### config.mk
export PLATFORM = sky130hd
export DESIGN_NAME = block_energy_noise_gate_flat
export DESIGN_NICKNAME = d
export VERILOG_FILES = /design/src/design/beng_pkg.sv /design/src/design/beng_if.sv /design/src/design/block_energy_noise_gate.sv /design/src/design/beng_front.sv /design/src/design/beng_back.sv /design/src/flat_wrapper.sv
export SDC_FILE = /design/constraint.sdc
export NUM_CORES = 2
export LEC_CHECK = 0
export BUFFER_PORTS_ARGS = -buffer_cell sky130_fd_sc_hd__buf_2
export CORE_MARGIN = 2
export CORE_UTILIZATION = 60
export DETAILED_ROUTE_END_ITERATION = 8
export HOLD_SLACK_MARGIN = 0.15
export PLACE_DENSITY = 0.76
export SYNTH_ARGS = -nofsm -noshare
export SYNTH_HDL_FRONTEND = slang
export SYNTH_SLANG_ARGS = --single-unit
### constraint.sdc
create_clock -name clk -period 17.75 [get_ports clk]
set_input_delay 1.775 -clock clk [delete_from_list [all_inputs] [get_ports clk]]
set_output_delay 1.775 -clock clk [all_outputs]
set_load 0.02 [all_outputs]
### src/design/beng_pkg.sv
// ---------------------------------------------------------------------------
// beng_pkg
// shared types and constants of the block energy noise gate
// ---------------------------------------------------------------------------
package beng_pkg;

    localparam int SAMPLE_BITS_DEF = 24;
    localparam int MAX_BLOCK_DEF   = 4096;

    // gate is q1.16, 65536 is fully open
    localparam int GATE_W    = 17;
    localparam int GATE_FRAC = 16;
    localparam int THR_W     = 16;
    localparam int TSQ_W     = 2 * THR_W;

    localparam int QUEUE_DEPTH = 4;

    localparam logic [GATE_W-1:0]    GATE_ONE   = GATE_W'(65536);
    localparam logic [GATE_W-1:0]    GATE_FLOOR = GATE_W'(656);
    // 0.996 in q0.16
    localparam logic [GATE_FRAC-1:0] DECAY_Q16  = GATE_FRAC'(65274);

    localparam logic [THR_W-1:0] THR_RESET = THR_W'(1114);
    localparam logic [TSQ_W-1:0] TSQ_RESET = TSQ_W'(THR_RESET) * TSQ_W'(THR_RESET);

    localparam logic CMD_DETECT = 1'b0;
    localparam logic CMD_APPLY  = 1'b1;

    typedef enum logic [1:0] {
        K_DETECT,
        K_DETECT_LAST,
        K_APPLY
    } item_kind_t;

    typedef enum logic [1:0] {
        EV_IDLE,
        EV_MUL,
        EV_CMP
    } eval_state_t;

    typedef struct packed {
        logic       valid;
        item_kind_t kind;
    } q_ctrl_t;

endpackage

### src/design/beng_if.sv
// ---------------------------------------------------------------------------
// beng channel interfaces
// request, result and threshold write channels with valid/ready
// ---------------------------------------------------------------------------
interface beng_item_if #(
    parameter int SAMPLE_BITS = beng_pkg::SAMPLE_BITS_DEF
);
    logic                          valid;
    logic                          ready;
    logic                          cmd;
    logic signed [SAMPLE_BITS-1:0] sample_in;
    logic                          last_in_block;

    modport source (output valid, cmd, sample_in, last_in_block, input ready);
    modport sink   (input valid, cmd, sample_in, last_in_block, output ready);
endinterface

interface beng_result_if #(
    parameter int SAMPLE_BITS = beng_pkg::SAMPLE_BITS_DEF
);
    logic                            valid;
    logic                            ready;
    logic signed [SAMPLE_BITS-1:0]   sample_out;
    logic [beng_pkg::GATE_W-1:0]     gate_level;

    modport source (output valid, sample_out, gate_level, input ready);
    modport sink   (input valid, sample_out, gate_level, output ready);
endinterface

interface beng_cfg_if;
    logic                       valid;
    logic                       ready;
    logic [beng_pkg::THR_W-1:0] gate_threshold;

    modport source (output valid, gate_threshold, input ready);
    modport sink   (input valid, gate_threshold, output ready);
endinterface

### src/design/block_energy_noise_gate.sv
// ---------------------------------------------------------------------------
// block_energy_noise_gate
// a request is queued, multiplied into the issue register, then registered as
//   a result; the detect request that ends a block adds scale and compare steps
// throughput: one request per cycle without back-pressure; after a block end the
//   execute side stops issuing while the gate update settles
// reset: rst_n clears energy, count, gate (closed) and queues at once
// ---------------------------------------------------------------------------
module block_energy_noise_gate #(
    parameter int SAMPLE_BITS = beng_pkg::SAMPLE_BITS_DEF,
    parameter int MAX_BLOCK   = beng_pkg::MAX_BLOCK_DEF
) (
    input  logic          clk,
    input  logic          rst_n,
    beng_item_if.sink     item,
    beng_result_if.source result,
    beng_cfg_if.sink      cfg
);
    import beng_pkg::*;

    logic [THR_W-1:0]              thr_reg, thr_next;
    logic [TSQ_W-1:0]              tsq_reg, tsq_next;
    q_ctrl_t                       q_ctrl;
    logic signed [SAMPLE_BITS-1:0] q_sample;
    logic                          q_pop;

    assign cfg.ready = 1'b1;
    assign thr_next  = (cfg.valid && cfg.ready) ? cfg.gate_threshold : thr_reg;
    // squared threshold kept registered for the block compare
    assign tsq_next  = TSQ_W'(thr_reg) * TSQ_W'(thr_reg);

    always_ff @(posedge clk or negedge rst_n)
    begin
        if (!rst_n)
        begin
            thr_reg <= THR_RESET;
            tsq_reg <= TSQ_RESET;
        end
        else
        begin
            thr_reg <= thr_next;
            tsq_reg <= tsq_next;
        end
    end

    beng_front #(
        .SAMPLE_BITS (SAMPLE_BITS)
    ) u_front (
        .clk      (clk),
        .rst_n    (rst_n),
        .item     (item),
        .q_ctrl   (q_ctrl),
        .q_sample (q_sample),
        .q_pop    (q_pop)
    );

    beng_back #(
        .SAMPLE_BITS (SAMPLE_BITS),
        .MAX_BLOCK   (MAX_BLOCK)
    ) u_back (
        .clk      (clk),
        .rst_n    (rst_n),
        .q_ctrl   (q_ctrl),
        .q_sample (q_sample),
        .q_pop    (q_pop),
        .tsq      (tsq_reg),
        .result   (result)
    );

endmodule

### src/design/beng_front.sv
// ---------------------------------------------------------------------------
// beng_front
// takes requests, classifies them and holds them in a short queue
// ---------------------------------------------------------------------------
module beng_front #(
    parameter int SAMPLE_BITS = beng_pkg::SAMPLE_BITS_DEF
) (
    input  logic                          clk,
    input  logic                          rst_n,
    beng_item_if.sink                     item,
    output beng_pkg::q_ctrl_t             q_ctrl,
    output logic signed [SAMPLE_BITS-1:0] q_sample,
    input  logic                          q_pop
);
    import beng_pkg::*;

    localparam int PTR_W  = $clog2(QUEUE_DEPTH);
    localparam int FILL_W = $clog2(QUEUE_DEPTH + 1);

    item_kind_t                    kind_mem [QUEUE_DEPTH];
    logic signed [SAMPLE_BITS-1:0] samp_mem [QUEUE_DEPTH];

    logic [PTR_W-1:0]  wr_ptr_reg, wr_ptr_next;
    logic [PTR_W-1:0]  rd_ptr_reg, rd_ptr_next;
    logic [FILL_W-1:0] fill_reg, fill_next;
    logic              push;
    item_kind_t        kind;

    always_comb
    begin
        unique case (item.cmd)
            CMD_APPLY:  kind = K_APPLY;
            CMD_DETECT: kind = item.last_in_block ? K_DETECT_LAST : K_DETECT;
        endcase
    end

    assign item.ready = (fill_reg != FILL_W'(QUEUE_DEPTH));
    assign push       = item.valid && item.ready;

    always_comb
    begin
        wr_ptr_next = wr_ptr_reg;
        rd_ptr_next = rd_ptr_reg;
        if (push)
        begin
            wr_ptr_next = (wr_ptr_reg == PTR_W'(QUEUE_DEPTH - 1)) ? '0 : wr_ptr_reg + 1'b1;
        end
        if (q_pop)
        begin
            rd_ptr_next = (rd_ptr_reg == PTR_W'(QUEUE_DEPTH - 1)) ? '0 : rd_ptr_reg + 1'b1;
        end
        fill_next = fill_reg + FILL_W'(push) - FILL_W'(q_pop);
    end

    always_ff @(posedge clk or negedge rst_n)
    begin
        if (!rst_n)
        begin
            wr_ptr_reg <= '0;
            rd_ptr_reg <= '0;
            fill_reg   <= '0;
        end
        else
        begin
            wr_ptr_reg <= wr_ptr_next;
            rd_ptr_reg <= rd_ptr_next;
            fill_reg   <= fill_next;
        end
    end

    always_ff @(posedge clk)
    begin
        if (push)
        begin
            kind_mem[wr_ptr_reg] <= kind;
            samp_mem[wr_ptr_reg] <= item.sample_in;
        end
    end

    assign q_ctrl.valid = (fill_reg != '0);
    assign q_ctrl.kind  = kind_mem[rd_ptr_reg];
    assign q_sample     = samp_mem[rd_ptr_reg];

endmodule

### src/design/beng_back.sv
// ---------------------------------------------------------------------------
// beng_back
// squares or scales samples, keeps block energy, updates the gate per block
// ---------------------------------------------------------------------------
module beng_back #(
    parameter int SAMPLE_BITS = beng_pkg::SAMPLE_BITS_DEF,
    parameter int MAX_BLOCK   = beng_pkg::MAX_BLOCK_DEF
) (
    input  logic                          clk,
    input  logic                          rst_n,
    input  beng_pkg::q_ctrl_t             q_ctrl,
    input  logic signed [SAMPLE_BITS-1:0] q_sample,
    output logic                          q_pop,
    input  logic [beng_pkg::TSQ_W-1:0]    tsq,
    beng_result_if.source                 result
);
    import beng_pkg::*;

    localparam int CNT_W       = $clog2(MAX_BLOCK + 1);
    localparam int SQ_W        = 2 * SAMPLE_BITS - 1;
    localparam int ENERGY_FULL = 2 * SAMPLE_BITS - 2 + CNT_W;
    localparam int ENERGY_W    = (ENERGY_FULL > 64) ? 64 : ENERGY_FULL;
    localparam int B_W         = (SAMPLE_BITS > GATE_W + 1) ? SAMPLE_BITS : GATE_W + 1;
    localparam int P_W         = SAMPLE_BITS + B_W;
    // 100*sum*2^32 against count*thr^2*2^(2*(bits-1)), common power removed
    localparam int SH_TOT      = 2 * SAMPLE_BITS - 2;
    localparam int SH_COM      = (SH_TOT > 32) ? 32 : SH_TOT;
    localparam int LSH         = 32 - SH_COM;
    localparam int RSH         = SH_TOT - SH_COM;
    localparam int L_W         = ENERGY_W + 7 + LSH;
    localparam int MUL_W       = CNT_W + TSQ_W;
    localparam int R_W         = MUL_W + RSH;
    localparam int CMP_W       = (L_W > R_W) ? L_W : R_W;
    localparam int DEC_W       = GATE_W + GATE_FRAC;

    // issue stage
    logic                   s1_valid_reg, s1_valid_next;
    item_kind_t             s1_kind_reg;
    logic signed [P_W-1:0]  s1_prod_reg;
    logic signed [B_W-1:0]  op_b;
    logic signed [P_W-1:0]  prod_next;
    logic                   issue;
    logic                   s1_go;
    logic                   out_free;

    // block energy
    logic [ENERGY_W-1:0]    sum_reg, sum_next;
    logic [CNT_W-1:0]       cnt_reg, cnt_next;
    logic [SQ_W-1:0]        sq;
    logic [ENERGY_W:0]      sum_add;
    logic [ENERGY_W-1:0]    sum_upd;
    logic [CNT_W-1:0]       cnt_upd;
    logic                   can_add;

    // block evaluation
    eval_state_t            ev_state_reg, ev_state_next;
    logic                   ev_start, ev_calc, ev_done;
    logic [ENERGY_W-1:0]    ev_sum_reg;
    logic [CNT_W-1:0]       ev_cnt_reg;
    logic [CMP_W-1:0]       lhs_reg, rhs_reg;
    logic [GATE_W-1:0]      dec_reg;
    logic [CMP_W-1:0]       sum_ext;
    logic [MUL_W-1:0]       cnt_tsq;
    logic [DEC_W-1:0]       dec_full;
    logic [GATE_W-1:0]      gate_reg, gate_next, gate_upd;

    // result register
    logic                          out_valid_reg, out_valid_next;
    logic signed [SAMPLE_BITS-1:0] sample_out_reg;
    logic [GATE_W-1:0]             gate_out_reg;
    logic                          out_from_s1;

    assign out_free = !out_valid_reg || result.ready;
    assign s1_go    = s1_valid_reg && ((s1_kind_reg == K_DETECT_LAST) || out_free);

    // hold issue while a block end is in flight so the gate is settled
    assign issue = q_ctrl.valid && (ev_state_reg == EV_IDLE)
                   && !(s1_valid_reg && (s1_kind_reg == K_DETECT_LAST))
                   && (!s1_valid_reg || s1_go);
    assign q_pop = issue;

    // one signed multiplier: square for detect, sample times gate for apply
    assign op_b      = (q_ctrl.kind == K_APPLY) ? $signed(B_W'(gate_reg)) : B_W'(q_sample);
    assign prod_next = q_sample * op_b;

    assign s1_valid_next = issue ? 1'b1 : (s1_go ? 1'b0 : s1_valid_reg);

    always_ff @(posedge clk)
    begin
        if (issue)
        begin
            s1_kind_reg <= q_ctrl.kind;
            s1_prod_reg <= prod_next;
        end
    end

    // energy accumulation, saturating, stops counting at the block limit
    assign sq      = s1_prod_reg[SQ_W-1:0];
    assign can_add = (cnt_reg < CNT_W'(MAX_BLOCK));
    assign sum_add = {1'b0, sum_reg} + (ENERGY_W + 1)'(sq);
    assign sum_upd = !can_add ? sum_reg : (sum_add[ENERGY_W] ? '1 : sum_add[ENERGY_W-1:0]);
    assign cnt_upd = can_add ? CNT_W'(cnt_reg + 1'b1) : cnt_reg;

    always_comb
    begin
        sum_next = sum_reg;
        cnt_next = cnt_reg;
        if (s1_go && (s1_kind_reg == K_DETECT))
        begin
            sum_next = sum_upd;
            cnt_next = cnt_upd;
        end
        else if (ev_start)
        begin
            sum_next = '0;
            cnt_next = '0;
        end
    end

    // evaluation sequencer: next state
    always_comb
    begin
        unique case (ev_state_reg)
            EV_IDLE: ev_state_next = (s1_go && (s1_kind_reg == K_DETECT_LAST)) ? EV_MUL : EV_IDLE;
            EV_MUL:  ev_state_next = EV_CMP;
            EV_CMP:  ev_state_next = out_free ? EV_IDLE : EV_CMP;
            default: ev_state_next = EV_IDLE;
        endcase
    end

    // evaluation sequencer: outputs
    always_comb
    begin
        ev_start = 1'b0;
        ev_calc  = 1'b0;
        ev_done  = 1'b0;
        unique case (ev_state_reg)
            EV_IDLE: ev_start = s1_go && (s1_kind_reg == K_DETECT_LAST);
            EV_MUL:  ev_calc  = 1'b1;
            EV_CMP:  ev_done  = out_free;
            default: ev_done  = 1'b0;
        endcase
    end

    // times 100 as shift-add
    assign sum_ext  = CMP_W'(ev_sum_reg);
    assign cnt_tsq  = ev_cnt_reg * tsq;
    assign dec_full = gate_reg * DECAY_Q16;

    always_ff @(posedge clk)
    begin
        if (ev_start)
        begin
            ev_sum_reg <= sum_upd;
            ev_cnt_reg <= cnt_upd;
        end
        if (ev_calc)
        begin
            lhs_reg <= ((sum_ext << 6) + (sum_ext << 5) + (sum_ext << 2)) << LSH;
            rhs_reg <= CMP_W'(cnt_tsq) << RSH;
            dec_reg <= dec_full[GATE_FRAC +: GATE_W];
        end
    end

    always_comb
    begin
        priority if (lhs_reg > rhs_reg)
            gate_upd = GATE_ONE;
        else if (gate_reg >= GATE_FLOOR)
            gate_upd = dec_reg;
        else
            gate_upd = gate_reg;
    end

    assign gate_next = ev_done ? gate_upd : gate_reg;

    // result register
    assign out_from_s1    = s1_go && (s1_kind_reg != K_DETECT_LAST);
    assign out_valid_next = (out_from_s1 || ev_done) ? 1'b1
                          : (result.ready ? 1'b0 : out_valid_reg);

    always_ff @(posedge clk)
    begin
        if (out_from_s1)
        begin
            sample_out_reg <= (s1_kind_reg == K_APPLY) ? s1_prod_reg[GATE_FRAC +: SAMPLE_BITS]
                                                       : '0;
            gate_out_reg   <= gate_reg;
        end
        else if (ev_done)
        begin
            sample_out_reg <= '0;
            gate_out_reg   <= gate_upd;
        end
    end

    always_ff @(posedge clk or negedge rst_n)
    begin
        if (!rst_n)
        begin
            s1_valid_reg  <= 1'b0;
            sum_reg       <= '0;
            cnt_reg       <= '0;
            ev_state_reg  <= EV_IDLE;
            gate_reg      <= '0;
            out_valid_reg <= 1'b0;
        end
        else
        begin
            s1_valid_reg  <= s1_valid_next;
            sum_reg       <= sum_next;
            cnt_reg       <= cnt_next;
            ev_state_reg  <= ev_state_next;
            gate_reg      <= gate_next;
            out_valid_reg <= out_valid_next;
        end
    end

    assign result.valid      = out_valid_reg;
    assign result.sample_out = sample_out_reg;
    assign result.gate_level = gate_out_reg;

endmodule

### src/flat_wrapper.sv
// flat-port wrapper written by rule: the top's interface ports become plain ports
module block_energy_noise_gate_flat import beng_pkg::*;
#(
    parameter int SAMPLE_BITS = beng_pkg::SAMPLE_BITS_DEF,
    parameter int MAX_BLOCK   = beng_pkg::MAX_BLOCK_DEF
)
  (clk, rst_n, item_valid, item_cmd, item_sample_in, item_last_in_block, item_ready, result_valid, result_sample_out, result_gate_level, result_ready, cfg_valid, cfg_gate_threshold, cfg_ready);
  beng_item_if #(.SAMPLE_BITS(SAMPLE_BITS)) item_i ();
  beng_result_if #(.SAMPLE_BITS(SAMPLE_BITS)) result_i ();
  beng_cfg_if cfg_i ();
  input  logic clk;
  input  logic rst_n;
  input wire logic [$bits(item_i.valid)-1:0] item_valid;
  input wire logic [$bits(item_i.cmd)-1:0] item_cmd;
  input wire logic [$bits(item_i.sample_in)-1:0] item_sample_in;
  input wire logic [$bits(item_i.last_in_block)-1:0] item_last_in_block;
  output wire logic [$bits(item_i.ready)-1:0] item_ready;
  output wire logic [$bits(result_i.valid)-1:0] result_valid;
  output wire logic [$bits(result_i.sample_out)-1:0] result_sample_out;
  output wire logic [$bits(result_i.gate_level)-1:0] result_gate_level;
  input wire logic [$bits(result_i.ready)-1:0] result_ready;
  input wire logic [$bits(cfg_i.valid)-1:0] cfg_valid;
  input wire logic [$bits(cfg_i.gate_threshold)-1:0] cfg_gate_threshold;
  output wire logic [$bits(cfg_i.ready)-1:0] cfg_ready;
  assign item_i.valid = item_valid;
  assign item_i.cmd = item_cmd;
  assign item_i.sample_in = item_sample_in;
  assign item_i.last_in_block = item_last_in_block;
  assign item_ready = item_i.ready;
  assign result_valid = result_i.valid;
  assign result_sample_out = result_i.sample_out;
  assign result_gate_level = result_i.gate_level;
  assign result_i.ready = result_ready;
  assign cfg_i.valid = cfg_valid;
  assign cfg_i.gate_threshold = cfg_gate_threshold;
  assign cfg_ready = cfg_i.ready;
  block_energy_noise_gate #(.SAMPLE_BITS(SAMPLE_BITS), .MAX_BLOCK(MAX_BLOCK)) u_core (.clk(clk), .rst_n(rst_n), .item(item_i), .result(result_i), .cfg(cfg_i));
endmodule
==> qor.yml <==
drt:
  highest_layer: "met5"
  detail_route.first_pass.iterations: 7
  wl_met3_mm: 16.14
  routed_via_density: 5.751
  drt-wirelength-per-cell_microns: 20.33
  post-route-drc-count: 0
  route.antenna.remaining_nets: 0
  route.vias.total: 50610
  drt_first_iter_violations: 4176
  detail_route.wirelength_mm: 178.9
  length_of_routed_wiring_on_met1_mm: 74.88
  met2RoutedLength_mm: 81.50
logic_synthesis:
  yosys-mux-area-fraction_pct: 1.076
  synth-warning-count: 0
  synth_largest_type_area_fraction_pct: 35.04
  synth_compound_gate_area_share_pct: 8.946
  postSynthAreaPerCell_sq_um: 10.09
  yosys.area_share.adder_pct: 45.47
  synth.area.top_cells: "fa_1 (35%), edfxtp_1 (16%), ha_1 (10%)"
  seq_area_frac_synth_pct: 21.39
  synth_top_family_by_area: "adder cells"
  netlist.top_cell.by_area: "fa_1"
  yosys.cell_types.count: 94
  synth-edff-count: 392
  ys_seq_elements: 539
  synthSimpleGateAreaFrac_pct: 11.49
  synthArstFlopShare_pct: 27.27
  syn_nets: 9084
  yosys.area_share.xor_xnor_pct: 3.064
  yosys_most_used_dff: "edfxtp_1"
  gate_count_of_the_mapped_netlist: 7168
  syn-cell-area_sq_um: 72320
die:
  num_io_pins: 91
  dieWidth_microns: 351.2
  die_ar_sq_um: 123300
  floorplan.core_area_sq_um: 119800
  fp-row-count: 127
  floorplan.die.height_microns: 351.2
  initial_core_util_pct: 60.36
placed_design:
  post-place-ws_ns: 7.224
  gp_routability_congestion: 0.9879
  final_hpwl_dp_mm: 142.7
  port_buffers: 89
layout:
  layout.cells.most_common_list: "inv_1 (1369), fa_1 (1266), nand2_1 (804)"
  multiInputGateArea_sq_um: 50720
  largest_register_ff_count: 96
  drive_gt1_share_pct: 5.372
  final_common_cell: "inv_1"
  area_delta_synth_final_pct: 5.792
  fill_cell_count: 9606
  fin_nets: 9049
  final-seq-area_sq_um: 15470
timing:
  final-max-slew-violation-count: 0
  post-route-period-util_pct: 59.43
  worst_slew_pin_slew_ns: 1.317
  final_worst_setup_slack_ns: 7.202
  whs_ns: 0.4954
  fin_tns_setup_ns: 0
  fin_crit_ns: 10.55
  rsz0062_at_grt: "false"
  finClkSkew_ns: 0.02950
  achievable-frequency_mhz: 94.80
  hold_violations: 0
  worst_slew_margin_rel_pct: 11.64
  finalSetupViolations: 0
critical_path:
  timing.critical_path.from_type: "flop"
  critical_path.most_common_cell: "fa_1"
  critical_path.slowest_cell: "o21ai_1"
  reg2reg_setup_slack_ns: 7.20
  worst-path-max-fanout: 52
  setup.worst_path.class: "reg2reg"
  crit_required_ns: 18.17
  worstPathArrival_ns: 10.97
  cpPeakStageDelay_ns: 1.20
  worst_setup_path_end_kind: "flop"
run_status:
  run_status: "completed"
cts:
  tritoncts_num_sinks: 539
  hold_buffers: 0
  cts_tree: "done"
  clk_path_buf_depth: 3
  insertion_delay_ns: 0.68
  numCtsBuffers: 61
  worst_setup_hold_path_clk_slew_ns: 0.06
  clock_tree.htree_level_count: 2
  cts_setup_buffers: 0
  cts_resized: 0
  ctsRootBufferMaster: "clkbuf_16"
global_routing:
  antenna_found_initial: 6
  grt_pass1_wl_mm: 288.9
  first_global_vias: 53200
  gr_overflow_total: 0
  track_usage_pct: 30.02
  pin_count_of_the_biggest_net_entering_global_routing: 86
worst_hold_path:
  min-delay-path-class: "reg2reg"
flow_run:
  drv.max_cap_violation_count: 0
cell families (layout without fill, tap and decap cells):
family          Yosys count  in the layout
compound gates          963            963
xor+xnor                253            253
fa+ha+maj              1869           1869
buf+inv                1642           1660
flops                   539            539
mux                      70             70
other cells               1              3
simple gates           1831           1831
per-stage QoR:
step	utilization, %	instance area (sq um)	instances
floorplan	-	72320	7168
global placement	62.12	74430	8682
detailed placement	62.12	74430	8682
CTS	63.86	76510	8798
global route	63.86	76510	8798
finish	63.86	76510	8800
final timing paths:
check | from | to | cells after the start
worst max-delay path | u_core.u_front.rd_ptr_reg[1]$_DFFE_PN0P_ | u_core.u_back.s1_prod_reg[45]$_DFFE_PP_ | 29
worst min-delay path | u_core.u_back.dec_reg[3]$_DFFE_PN_ | u_core.u_back.gate_reg[3]$_DFFE_PN0P_ | 1
worst max register to register | u_core.u_front.rd_ptr_reg[1]$_DFFE_PN0P_ | u_core.u_back.s1_prod_reg[45]$_DFFE_PP_ | 29
worst min register to register | u_core.u_back.dec_reg[3]$_DFFE_PN_ | u_core.u_back.gate_reg[3]$_DFFE_PN0P_ | 1
max in group asynchronous | rst_n | u_core.tsq_reg[12]$_DFF_PN0_ | 3
min in group asynchronous | rst_n | u_core.u_back.gate_reg[14]$_DFFE_PN0P_ | 1
layout make-up:
| class | count | share of cell area, % |
|---|---|---|
| sequential | 539 | 20.22 |
| clock inverter | 41 | 0.5495 |
| clock buffer | 75 | 2.168 |
| timing repair buffer | 170 | 1.385 |
| tap | 1612 | 2.636 |
| antenna | 2 | 0.006541 |
| inverter | 1374 | 6.742 |
| multi-input combinational | 4987 | 66.29 |
worst max-delay path: cells and delay by family, from the launching register on:
kind                     cells  cell delay [ns]
AO/OA/AOI/OAI                9             3.07
XOR/XNOR                     1             0.16
adder cells (fa/ha/maj)      8             3.86
buffers and inverters        6             0.85
flip-flops                   1             0.34
multiplexers                 1             0.42
AND/OR/NAND/NOR              4             1.56
per-layer routing:
metal,vias up,track usage [%]
li1,22660,-
met1,25410,42.43
met4,4,9.489
met5,-,0
met2,2142,47.24
met3,393,5.722
synth_stat cells, types with 6 or more instances:
cell type,count
a22o_1,33
mux2i_1,29
o22a_1,33
nand2_1,804
a31oi_1,27
o21ai_1,22
xor2_1,81
a211oi_1,29
a21boi_0,8
nor2_1,434
a311oi_1,9
o211ai_1,12
a211o_1,7
nor4_1,6
or3_1,8
a2bb2oi_1,10
o31ai_1,11
nand2b_1,47
a31o_2,7
nor2b_1,41
a21oi_1,246
nand4_1,38
o21a_1,66
dfstp_2,17
mux2_2,38
a41oi_1,12
buf_1,11
edfxtp_1,392
and4_1,8
and2_1,241
nand3_1,68
o21ai_0,145
o21bai_1,28
and3_1,75
inv_1,1371
xnor2_1,172
nor3_1,36
clkbuf_1,248
dfrtp_1,130
buf_2,6
ha_1,603
fa_1,1266
a21o_1,190
Power is left out: the tool's default activity adds up to more than one toggle a clock period on the data nets, which glitch-free logic cannot reach.
